## src/evad_pkg.sv

```systemverilog
// Shared types and constants of the energy voice activity detector.
`default_nettype none

package evad_pkg;

  // Field and state widths
  localparam int unsigned SMP_W  = 16;
  localparam int unsigned SUM_W  = 26;
  localparam int unsigned CNT_W  = 11;
  localparam int unsigned DVD_W  = SUM_W + 16;  // level sum in Q26.16
  localparam int unsigned MEAN_W = 32;
  localparam int unsigned MA_W   = 32;          // multiplier operand a
  localparam int unsigned MB_W   = 24;          // multiplier operand b
  localparam int unsigned PROD_W = MA_W + MB_W;
  localparam int unsigned CFG_IDX_W  = 3;
  localparam int unsigned CFG_DATA_W = 24;

  // Frame length limit: FRAME_MAX, capped at the count saturation value
  localparam int unsigned FRAME_MAX = 1024;
  localparam logic [CNT_W-1:0] COUNT_MAX = {CNT_W{1'b1}};
  localparam logic [CNT_W-1:0] FRAME_LIMIT =
    (FRAME_MAX > 2047) ? COUNT_MAX : CNT_W'(FRAME_MAX);
  localparam logic [SUM_W-1:0] SUM_MAX = {SUM_W{1'b1}};

  // Divider iteration count
  localparam int unsigned DIV_STEPS = DVD_W;
  localparam int unsigned DIV_CNT_W = $clog2(DIV_STEPS);

  // Item kinds
  localparam logic FUNC_WORD = 1'b0;
  localparam logic FUNC_TICK = 1'b1;

  // Register indexes
  localparam logic [CFG_IDX_W-1:0] REG_GAIN      = 3'd0;
  localparam logic [CFG_IDX_W-1:0] REG_FLOOR_RT  = 3'd1;
  localparam logic [CFG_IDX_W-1:0] REG_THRESH    = 3'd2;
  localparam logic [CFG_IDX_W-1:0] REG_ONSET     = 3'd3;
  localparam logic [CFG_IDX_W-1:0] REG_HANGOVER  = 3'd4;

  // Reset values
  localparam logic [7:0]        GAIN_RST     = 8'd2;
  localparam logic [15:0]       FLOOR_RT_RST = 16'd1311;
  localparam logic [23:0]       THRESH_RST   = 24'd115343;
  localparam logic [7:0]        ONSET_RST    = 8'd2;
  localparam logic [15:0]       HANGOVER_RST = 16'd900;
  localparam logic [MEAN_W-1:0] FLOOR_RST    = 32'd3276800;  // 50.0 in Q16.16

  // Gained sample and its magnitude
  typedef struct packed {
    logic signed [SMP_W-1:0] sample;
    logic [SMP_W-1:0]        mag;
  } smp_t;

  // Divider status
  typedef struct packed {
    logic busy;
    logic done;
  } div_st_t;

endpackage

`default_nettype wire

```

## src/evad_front.sv

```systemverilog
// Sample front end: shift, gain, saturate and magnitude.
`default_nettype none

module evad_front
  import evad_pkg::*;
(
  input  wire logic signed [31:0] raw_word_i,
  input  wire logic [7:0]         gain_i,
  output smp_t                    smp_o
);

  logic signed [24:0] hi_ext;
  logic signed [24:0] gain_ext;
  logic signed [24:0] g_full;
  logic signed [15:0] g_sat;
  logic signed [16:0] g_ext;

  // Upper half times gain; fits 25 bits
  assign hi_ext   = 25'($signed(raw_word_i[31:16]));
  assign gain_ext = $signed({17'b0, gain_i});
  assign g_full   = hi_ext * gain_ext;

  // Saturate to 16 bits
  always_comb begin
    if (g_full > 25'sd32767) begin
      g_sat = 16'sh7FFF;
    end else if (g_full < -25'sd32768) begin
      g_sat = 16'sh8000;
    end else begin
      g_sat = g_full[15:0];
    end
  end

  // Magnitude, 32768 included
  assign g_ext = 17'(g_sat);
  assign smp_o.sample = g_sat;
  assign smp_o.mag    = g_ext[16] ? 16'(-g_ext) : 16'(g_ext);

endmodule

`default_nettype wire

```

## src/evad_div.sv

```systemverilog
// Restoring divider, one quotient bit per cycle, for the frame mean.
`default_nettype none

module evad_div
  import evad_pkg::*;
(
  input  wire logic              clk_i,
  input  wire logic              rst_ni,
  input  wire logic              start_i,
  input  wire logic [DVD_W-1:0]  dividend_i,
  input  wire logic [CNT_W-1:0]  divisor_i,
  output div_st_t                st_o,
  output logic [MEAN_W-1:0]      quot_o
);

  logic                 busy_q, busy_d;
  logic                 done_q, done_d;
  logic [DIV_CNT_W-1:0] cnt_q, cnt_d;
  logic [DVD_W-1:0]     work_q, work_d;
  logic [CNT_W-1:0]     rem_q, rem_d;
  logic [CNT_W-1:0]     dsr_q, dsr_d;
  logic [CNT_W:0]       rem_sh;
  logic                 ge;

  // One shift-subtract step
  assign rem_sh = {rem_q, work_q[DVD_W-1]};
  assign ge     = rem_sh >= {1'b0, dsr_q};

  always_comb begin
    busy_d = busy_q;
    done_d = 1'b0;
    cnt_d  = cnt_q;
    work_d = work_q;
    rem_d  = rem_q;
    dsr_d  = dsr_q;
    if (start_i) begin
      busy_d = 1'b1;
      cnt_d  = '0;
      work_d = dividend_i;
      rem_d  = '0;
      dsr_d  = divisor_i;
    end else if (busy_q) begin
      rem_d  = ge ? CNT_W'(rem_sh - {1'b0, dsr_q}) : CNT_W'(rem_sh);
      work_d = {work_q[DVD_W-2:0], ge};
      cnt_d  = DIV_CNT_W'(cnt_q + 1'b1);
      if (cnt_q == DIV_CNT_W'(DIV_STEPS - 1)) begin
        busy_d = 1'b0;
        done_d = 1'b1;
      end
    end
  end

  // Control state
  always_ff @(posedge clk_i or negedge rst_ni) begin
    if (!rst_ni) begin
      busy_q <= 1'b0;
      done_q <= 1'b0;
      cnt_q  <= '0;
    end else begin
      busy_q <= busy_d;
      done_q <= done_d;
      cnt_q  <= cnt_d;
    end
  end

  // Datapath
  always_ff @(posedge clk_i) begin
    work_q <= work_d;
    rem_q  <= rem_d;
    dsr_q  <= dsr_d;
  end

  assign st_o.busy = busy_q;
  assign st_o.done = done_q;
  assign quot_o    = work_q[MEAN_W-1:0];

endmodule

`default_nettype wire

```

## src/evad_mul.sv

```systemverilog
// Shared unsigned multiplier with registered product.
`default_nettype none

module evad_mul
  import evad_pkg::*;
(
  input  wire logic              clk_i,
  input  wire logic [MA_W-1:0]   a_i,
  input  wire logic [MB_W-1:0]   b_i,
  output logic [PROD_W-1:0]      prod_o
);

  logic [PROD_W-1:0] prod_q, prod_d;

  assign prod_d = PROD_W'(a_i) * PROD_W'(b_i);

  always_ff @(posedge clk_i) begin
    prod_q <= prod_d;
  end

  assign prod_o = prod_q;

endmodule

`default_nettype wire

```

## src/energy_vad_with_hangover.sv

```systemverilog
// Top level of the energy voice activity detector with onset and hangover.
//
// Input channel (in_valid_i / in_stall_o) carries microphone words and
// millisecond ticks; a transaction is taken when valid is high and stall low.
// Output channel (out_valid_o / out_stall_i) gives one result per word and
// none per tick. The configuration port writes one register per cycle with
// cfg_we_i; it is to be used only while the block is idle, which the block
// itself does not enforce. A word that does not close a frame keeps the
// sequencer idle and its result is registered in the cycle after acceptance.
// A word that closes a frame stalls further input until its result is
// registered: the frame mean comes from a 42-step bit-serial divider, then
// one shared multiplier runs three products in turn for the noise floor
// filter and the threshold compare.
// Input is stalled while a frame close is in progress and while a result
// waits in the output register under stall; a stalled result holds.
// Reset sets registers to their defaults, the noise floor to 50.0 and clears
// the running sum, the counters and the output valid flag.
`default_nettype none

module energy_vad_with_hangover
  import evad_pkg::*;
(
  input  wire logic                  clk_i,
  input  wire logic                  rst_ni,
  input  wire logic                  in_valid_i,
  output logic                       in_stall_o,
  input  wire logic                  func_i,
  input  wire logic signed [31:0]    raw_word_i,
  input  wire logic                  last_of_frame_i,
  output logic                       out_valid_o,
  input  wire logic                  out_stall_i,
  output logic signed [15:0]         sample_out_o,
  output logic                       frame_done_o,
  output logic [10:0]                frame_samples_o,
  output logic [15:0]                frame_level_o,
  output logic                       speaking_o,
  input  wire logic                  cfg_we_i,
  input  wire logic [CFG_IDX_W-1:0]  cfg_idx_i,
  input  wire logic [CFG_DATA_W-1:0] cfg_data_i
);

  localparam logic [2:0] S_IDLE  = 3'd0;
  localparam logic [2:0] S_DIV   = 3'd1;
  localparam logic [2:0] S_MUL_A = 3'd2;
  localparam logic [2:0] S_MUL_B = 3'd3;
  localparam logic [2:0] S_ADD   = 3'd4;
  localparam logic [2:0] S_MUL_C = 3'd5;
  localparam logic [2:0] S_CMP   = 3'd6;

  logic [2:0] state_q, state_d;

  // Configuration registers
  logic [7:0]  gain_q;
  logic [15:0] floor_rt_q;
  logic [23:0] thresh_q;
  logic [7:0]  onset_q;
  logic [15:0] hangover_q;

  // Detector state
  logic [MEAN_W-1:0] floor_q, floor_d;
  logic [SUM_W-1:0]  sum_q, sum_d;
  logic [CNT_W-1:0]  cnt_q, cnt_d;
  logic [7:0]        run_q, run_d;
  logic [15:0]       ms_q, ms_d;

  // Frame close work registers
  logic [CNT_W-1:0]  fcnt_q, fcnt_d;
  logic [MEAN_W-1:0] mean_q, mean_d;
  logic [48:0]       acc_q, acc_d;

  // Output register
  logic              ov_q, ov_d;
  logic signed [15:0] osmp_q, osmp_d;
  logic              odone_q, odone_d;
  logic [CNT_W-1:0]  ocnt_q, ocnt_d;
  logic [15:0]       olvl_q, olvl_d;
  logic              ospk_q, ospk_d;

  smp_t              smp;
  div_st_t           div_st;
  logic [MEAN_W-1:0] quot;
  logic [PROD_W-1:0] prod;
  logic [MA_W-1:0]   mul_a;
  logic [MB_W-1:0]   mul_b;

  logic              out_free;
  logic              in_acc;
  logic              word_acc;
  logic              close;
  logic              div_start;
  logic [SUM_W:0]    sum_wide;
  logic [SUM_W-1:0]  sum_new;
  logic [CNT_W-1:0]  cnt_new;
  logic [16:0]       keep_rt;
  logic [49:0]       floor_sum;
  logic              voiced;
  logic [7:0]        run_inc;

  evad_front u_front (
    .raw_word_i (raw_word_i),
    .gain_i     (gain_q),
    .smp_o      (smp)
  );

  evad_div u_div (
    .clk_i      (clk_i),
    .rst_ni     (rst_ni),
    .start_i    (div_start),
    .dividend_i ({sum_new, 16'b0}),
    .divisor_i  (cnt_new),
    .st_o       (div_st),
    .quot_o     (quot)
  );

  evad_mul u_mul (
    .clk_i  (clk_i),
    .a_i    (mul_a),
    .b_i    (mul_b),
    .prod_o (prod)
  );

  // Handshake
  assign out_free   = !ov_q || !out_stall_i;
  assign in_stall_o = (state_q != S_IDLE) || !out_free;
  assign in_acc     = in_valid_i && !in_stall_o;
  assign word_acc   = in_acc && (func_i == FUNC_WORD);

  // Frame accumulation
  assign sum_wide = {1'b0, sum_q} + (SUM_W + 1)'(smp.mag);
  assign sum_new  = sum_wide[SUM_W] ? SUM_MAX : sum_wide[SUM_W-1:0];
  assign cnt_new  = (cnt_q < COUNT_MAX) ? CNT_W'(cnt_q + 1'b1) : cnt_q;
  assign close    = last_of_frame_i || (cnt_new >= FRAME_LIMIT);
  assign div_start = word_acc && close;

  // Floor filter and threshold arithmetic
  assign keep_rt   = 17'(17'h10000 - {1'b0, floor_rt_q});
  assign floor_sum = {1'b0, acc_q} + {1'b0, prod[48:0]};
  assign voiced    = {8'b0, mean_q, 16'b0} > prod;
  assign run_inc   = (run_q == 8'hFF) ? run_q : 8'(run_q + 1'b1);

  // Multiplier operand select
  always_comb begin
    mul_a = floor_q;
    mul_b = '0;
    unique case (state_q)
      S_MUL_A: begin
        mul_a = floor_q;
        mul_b = MB_W'(keep_rt);
      end
      S_MUL_B: begin
        mul_a = mean_q;
        mul_b = MB_W'(floor_rt_q);
      end
      S_MUL_C, S_CMP: begin
        mul_a = floor_q;
        mul_b = thresh_q;
      end
      default: begin
        mul_a = floor_q;
        mul_b = '0;
      end
    endcase
  end

  // Sequencer
  always_comb begin
    state_d = state_q;
    floor_d = floor_q;
    sum_d   = sum_q;
    cnt_d   = cnt_q;
    run_d   = run_q;
    ms_d    = ms_q;
    fcnt_d  = fcnt_q;
    mean_d  = mean_q;
    acc_d   = acc_q;
    ov_d    = ov_q && out_stall_i;
    osmp_d  = osmp_q;
    odone_d = odone_q;
    ocnt_d  = ocnt_q;
    olvl_d  = olvl_q;
    ospk_d  = ospk_q;
    unique case (state_q)
      S_IDLE: begin
        if (in_acc && (func_i == FUNC_TICK)) begin
          ms_d = (ms_q == 16'hFFFF) ? ms_q : 16'(ms_q + 1'b1);
        end
        if (word_acc) begin
          osmp_d = smp.sample;
          if (close) begin
            sum_d   = '0;
            cnt_d   = '0;
            fcnt_d  = cnt_new;
            state_d = S_DIV;
          end else begin
            sum_d   = sum_new;
            cnt_d   = cnt_new;
            ov_d    = 1'b1;
            odone_d = 1'b0;
            ocnt_d  = '0;
            olvl_d  = '0;
            ospk_d  = 1'b0;
          end
        end
      end
      S_DIV: begin
        if (div_st.done) begin
          mean_d  = quot;
          state_d = S_MUL_A;
        end
      end
      S_MUL_A: state_d = S_MUL_B;
      S_MUL_B: begin
        acc_d   = prod[48:0];
        state_d = S_ADD;
      end
      S_ADD: begin
        floor_d = floor_sum[47:16];
        state_d = S_MUL_C;
      end
      S_MUL_C: state_d = S_CMP;
      S_CMP: begin
        if (out_free) begin
          ov_d    = 1'b1;
          odone_d = 1'b1;
          ocnt_d  = fcnt_q;
          olvl_d  = mean_q[31:16];
          if (voiced) begin
            run_d = run_inc;
            if (run_inc > onset_q) begin
              ms_d   = '0;
              ospk_d = 1'b1;
            end else begin
              ospk_d = 1'b0;
            end
          end else begin
            run_d  = '0;
            ospk_d = ms_q < hangover_q;
          end
          state_d = S_IDLE;
        end
      end
      default: state_d = S_IDLE;
    endcase
  end

  // Control and detector state
  always_ff @(posedge clk_i or negedge rst_ni) begin
    if (!rst_ni) begin
      state_q <= S_IDLE;
      floor_q <= FLOOR_RST;
      sum_q   <= '0;
      cnt_q   <= '0;
      run_q   <= '0;
      ms_q    <= '0;
      ov_q    <= 1'b0;
    end else begin
      state_q <= state_d;
      floor_q <= floor_d;
      sum_q   <= sum_d;
      cnt_q   <= cnt_d;
      run_q   <= run_d;
      ms_q    <= ms_d;
      ov_q    <= ov_d;
    end
  end

  // Payload and work registers
  always_ff @(posedge clk_i) begin
    fcnt_q  <= fcnt_d;
    mean_q  <= mean_d;
    acc_q   <= acc_d;
    osmp_q  <= osmp_d;
    odone_q <= odone_d;
    ocnt_q  <= ocnt_d;
    olvl_q  <= olvl_d;
    ospk_q  <= ospk_d;
  end

  // Configuration writes
  always_ff @(posedge clk_i or negedge rst_ni) begin
    if (!rst_ni) begin
      gain_q     <= GAIN_RST;
      floor_rt_q <= FLOOR_RT_RST;
      thresh_q   <= THRESH_RST;
      onset_q    <= ONSET_RST;
      hangover_q <= HANGOVER_RST;
    end else if (cfg_we_i) begin
      unique case (cfg_idx_i)
        REG_GAIN:     gain_q     <= cfg_data_i[7:0];
        REG_FLOOR_RT: floor_rt_q <= cfg_data_i[15:0];
        REG_THRESH:   thresh_q   <= cfg_data_i;
        REG_ONSET:    onset_q    <= cfg_data_i[7:0];
        REG_HANGOVER: hangover_q <= cfg_data_i[15:0];
        default: ;
      endcase
    end
  end

  assign out_valid_o     = ov_q;
  assign sample_out_o    = osmp_q;
  assign frame_done_o    = odone_q;
  assign frame_samples_o = ocnt_q;
  assign frame_level_o   = olvl_q;
  assign speaking_o      = ospk_q;

`ifndef SYNTH
  // Divider completion moves the sequencer to the floor filter
  a_div_to_mul: assert property (@(posedge clk_i) disable iff (!rst_ni)
    (state_q == S_DIV) && div_st.done |=> (state_q == S_MUL_A))
    else $error("divider done not followed by floor filter");

  // A frame close clears the running sum and count
  a_close_clears: assert property (@(posedge clk_i) disable iff (!rst_ni)
    div_start |=> (sum_q == '0) && (cnt_q == '0) && (state_q == S_DIV))
    else $error("frame close did not clear accumulators");

  // A closed frame reports a count inside the frame limit
  a_frame_count: assert property (@(posedge clk_i) disable iff (!rst_ni)
    ov_q && odone_q |-> (ocnt_q != '0) && (ocnt_q <= FRAME_LIMIT))
    else $error("closed frame count out of range");

  // The divider only runs while the sequencer waits on it
  a_div_busy: assert property (@(posedge clk_i) disable iff (!rst_ni)
    div_st.busy |-> (state_q == S_DIV))
    else $error("divider busy outside divide state");
`endif

endmodule

`default_nettype wire
```

## config.mk

```make
export PLATFORM = sky130hd
export DESIGN_NAME = energy_vad_with_hangover
export DESIGN_NICKNAME = d
export VERILOG_FILES = /design/src/evad_pkg.sv /design/src/evad_front.sv /design/src/evad_div.sv /design/src/evad_mul.sv /design/src/energy_vad_with_hangover.sv
export SDC_FILE = /design/constraint.sdc
export NUM_CORES = 2
export LEC_CHECK = 0
export ABC_AREA = 1
export ABC_CLOCK_PERIOD_IN_PS = 10700
export BUFFER_PORTS_ARGS = -buffer_cell sky130_fd_sc_hd__buf_2
export CAP_MARGIN = 20
export CORE_ASPECT_RATIO = 1.2
export CORE_MARGIN = 2
export CORE_UTILIZATION = 35
export CTS_BUF_LIST = sky130_fd_sc_hd__clkbuf_8
export DETAILED_ROUTE_END_ITERATION = 8
export PLACE_DENSITY = 0.47
export REMOVE_ABC_BUFFERS = 1
export SETUP_SLACK_MARGIN = 0.15
export SLEW_MARGIN = 15
export SYNTH_ARGS = -nofsm -noshare
export SYNTH_HDL_FRONTEND = slang
export SYNTH_SLANG_ARGS = --single-unit
```

## constraint.sdc

```tcl
create_clock -name clk_i -period 10.7 [get_ports clk_i]
set_input_delay 1.07 -clock clk_i [delete_from_list [all_inputs] [get_ports clk_i]]
set_output_delay 1.07 -clock clk_i [all_outputs]
set_load 0.02 [all_outputs]
```

==> out/qor.json <==
{
  "postRouteWirelength_mm": 161.8,
  "timing.final.crit_share_pct": 89.55,
  "critical_path.max_fanout": 33,
  "rsz_0062_raised_after_global_routing": "no",
  "wl_met3_mm": 6.841,
  "num-nets-final": 7503,
  "start_util_pct": 35.33,
  "timing.critical_path.from_type": "register",
  "netlist-cell-type-count": 70,
  "root_buffer": "clkbuf_8",
  "syn_to_final_growth_pct": 9.102,
  "post_cts.resized_instances": 0,
  "post_detailed_route_via_to_cell_ratio": 4.857,
  "synth_top_flop_cell": "edfxtp_1",
  "final_max_slew_viol_count": 0,
  "met2_wirelength_mm": 81.24,
  "timing.setup.critical_path_class": "register to register",
  "yosys-top-cells-area": "fa_1 30%, inv_1 10%, edfxtp_1 10%, nand2_1 10%, ha_1 9.0%",
  "synthesis.area_um2": 51330,
  "finalHoldViolCount": 0,
  "syn-instance-count": 6235,
  "synth.ff_latch_count": 433,
  "firstDrtPassIters": 6,
  "cts_tree": "done",
  "drive_gt1_share_pct": 6.785,
  "crit_path_setup_slack_layout_ns": 1.118,
  "holdBufCountCts": 0,
  "cap_viol_max_count": 0,
  "post-route-drc-count": 0,
  "groute.usage.overall_pct": 22.02,
  "worst_ep_arrival_time_ns": 10.21,
  "timing.fmax_ghz": 0.1044,
  "synth.yosys.seq_area_share_pct": 22.05,
  "dp_hpwl_mm": 128.0,
  "post-cts-setup-buffer-count": 0,
  "dp_slack_ns": 0.9546,
  "slew-limit-headroom_pct": 28.59,
  "cts.reportedPaths.clkPinSlew_ns": 0.07,
  "cts-buffers-inserted": 73,
  "highest-signal-layer": "met5",
  "critPathTopFamily": "adder cells",
  "grt_pass1_vias": 43065,
  "route.detailed.wl_per_inst_um": 19.47,
  "synth-warning-count": 0,
  "cts.sink_count": 433,
  "outcome": "finished, final reports clean",
  "grt_max_degree": 76,
  "multi_input_area_um2": 34040,
  "global_route_wire_length_before_repair_mm": 252.6,
  "timing.final.crit_period_ns": 9.582,
  "sequential_cell_area_um2": 11320,
  "setup_viol": 0,
  "timing.critical_path.slowest_stage_cell": "o21ai_2",
  "clk_latency_ns": 0.72,
  "final_ant_viol_nets": 0,
  "num-fill-cells": 15190,
  "drt_iter0_markers": 2413,
  "core_region_area_um2": 145300,
  "cts_htree_levels": 3,
  "fp.dieW_um": 353.6,
  "worst_slew_pin_slew_ns": 1.071,
  "die_height_um": 423.5,
  "gp_routability_congestion": 0.9231,
  "drt-met1-wl_mm": 68.33,
  "floorplan.die_area_um2": 149800,
  "synth_top_area_share_pct": 29.72,
  "commonest_cells_after_routing_fill_and_taps_aside": "1415 x inv_1, 1379 x nand2_1, 762 x fa_1",
  "boundaryPins": 113,
  "timing.critical_path.slowest_cell_delay_ns": 0.84,
  "fin_worst_hold_slack_ns": 0.3725,
  "worst_path_most_repeated_cell": "fa_1",
  "min-delay-path-class": "primary input to asynchronous set/reset pin",
  "grt_remaining_overflow": 0,
  "synth_top_area_cell": "fa_1",
  "port_buffers": 96,
  "worst_ep_required_time_ns": 11.33,
  "synth_edf_count": 173,
  "clock_skew_ns": 0.03935,
  "synthesis.area_per_instance_um2": 8.233,
  "final_common_cell": "inv_1",
  "crit_path_capture_type": "register",
  "num_vias": 40351,
  "combined_buffer_and_inverter_count_along_the_critical_path": 9,
  "antenna_found_initial": 5,
  "fp-row-count": 153,
  "async_reset_ff_share_pct": 40.88,
  "clk_path_buf_depth": 3
}
==> path summary, 6_finish.rpt <==
kind	start	to	cells past startpoint	slack (ns)
setup / recovery	state_q[2]$_DFFE_PN0P_	u_mul.prod_o[55]$_DFF_P_	31	1.12
hold / removal	rst_ni	run_q[7]$_DFFE_PN0P_	1	0.37
setup reg to reg	state_q[2]$_DFFE_PN0P_	u_mul.prod_o[55]$_DFF_P_	31	1.12
hold reg to reg	u_div.work_q[5]$_SDFFE_PP0P_	mean_q[5]$_DFFE_PP_	0	0.43
max in group asynchronous	rst_ni	floor_q[2]$_DFFE_PN0P_	3	8.18
min in group clk_i	u_div.work_q[5]$_SDFFE_PP0P_	mean_q[5]$_DFFE_PP_	0	0.43
==> stage by stage <==
step,setup TNS [ns],instances,area [um2],util [%]
2_1_floorplan,-20.93,6040,50550,-
3_3_place_gp,0,8167,54330,37.39
3_5_place_dp,0,8167,54330,37.39
4_1_cts,0,8303,55970,38.52
5_1_grt,0,8306,56000,38.54
6_report,0,8307,56000,38.54
==> cell type report <==
class / count / area share [%]
multi-input combinational: 4186 / 60.79
clock buffer: 87 / 2.138
clock inverter: 49 / 0.7887
sequential: 433 / 20.21
antenna: 3 / 0.01341
timing repair buffer: 191 / 2.214
inverter: 1421 / 9.524
tap: 1937 / 4.328
==> synth_stat cells, types with 12 or more instances <==
| library cell | number |
|---|---|
| o21ai_1 | 35 |
| dfstp_2 | 25 |
| dfrtp_1 | 152 |
| o31ai_1 | 15 |
| o21ai_0 | 248 |
| nor2_1 | 538 |
| a21oi_1 | 233 |
| xnor2_1 | 52 |
| nor3_1 | 34 |
| nand4_1 | 44 |
| buf_2 | 12 |
| fa_1 | 762 |
| o22ai_1 | 32 |
| o21a_1 | 14 |
| inv_1 | 1402 |
| a31oi_1 | 52 |
| dfxtp_1 | 83 |
| nand2_1 | 1381 |
| edfxtp_1 | 173 |
| ha_1 | 369 |
| nand3_1 | 137 |
| clkbuf_1 | 167 |
| xor2_1 | 69 |
| or2_2 | 22 |
| nor4_1 | 19 |
==> cells by family after synthesis <==
kind of cell | count (synthesis) | share of synthesized area, %
DFF | 433 | 22.05
buffers and inverters | 1616 | 11.91
muxes | 8 | 0.1755
xor gates and xnor gates | 122 | 2.096
AOI/OAI and AO/OA | 702 | 7.644
adders and majority gates | 1131 | 38.71
and+or+nand+nor | 2223 | 17.41
==> state kept, by name, summed over array words and instances (netlist names), 11 cells and up <==
register	flops
mean_q	32
sum_q	26
floor_q	32
frame_level_o	16
thresh_q	24
acc_q	48
u_div.rem_q	11
frame_samples_o	11
cnt_q	11
u_div.dsr_q	11
hangover_q	16
floor_rt_q	16
sample_out_o	16
u_mul.prod_o	56
u_div.work_q	42
ms_q	16
fcnt_q	11
==> metal layers <==
layer / vias to the layer above / GRT usage (%)
li1: 19140 / -
met1: 20130 / 27.86
met2: 856 / 39.28
met3: 221 / 2.353
met4: 4 / 6.773
met5: - / 0
Power is left out: the tool's default activity adds up to more than one toggle a clock period on the data nets, which glitch-free logic cannot reach.
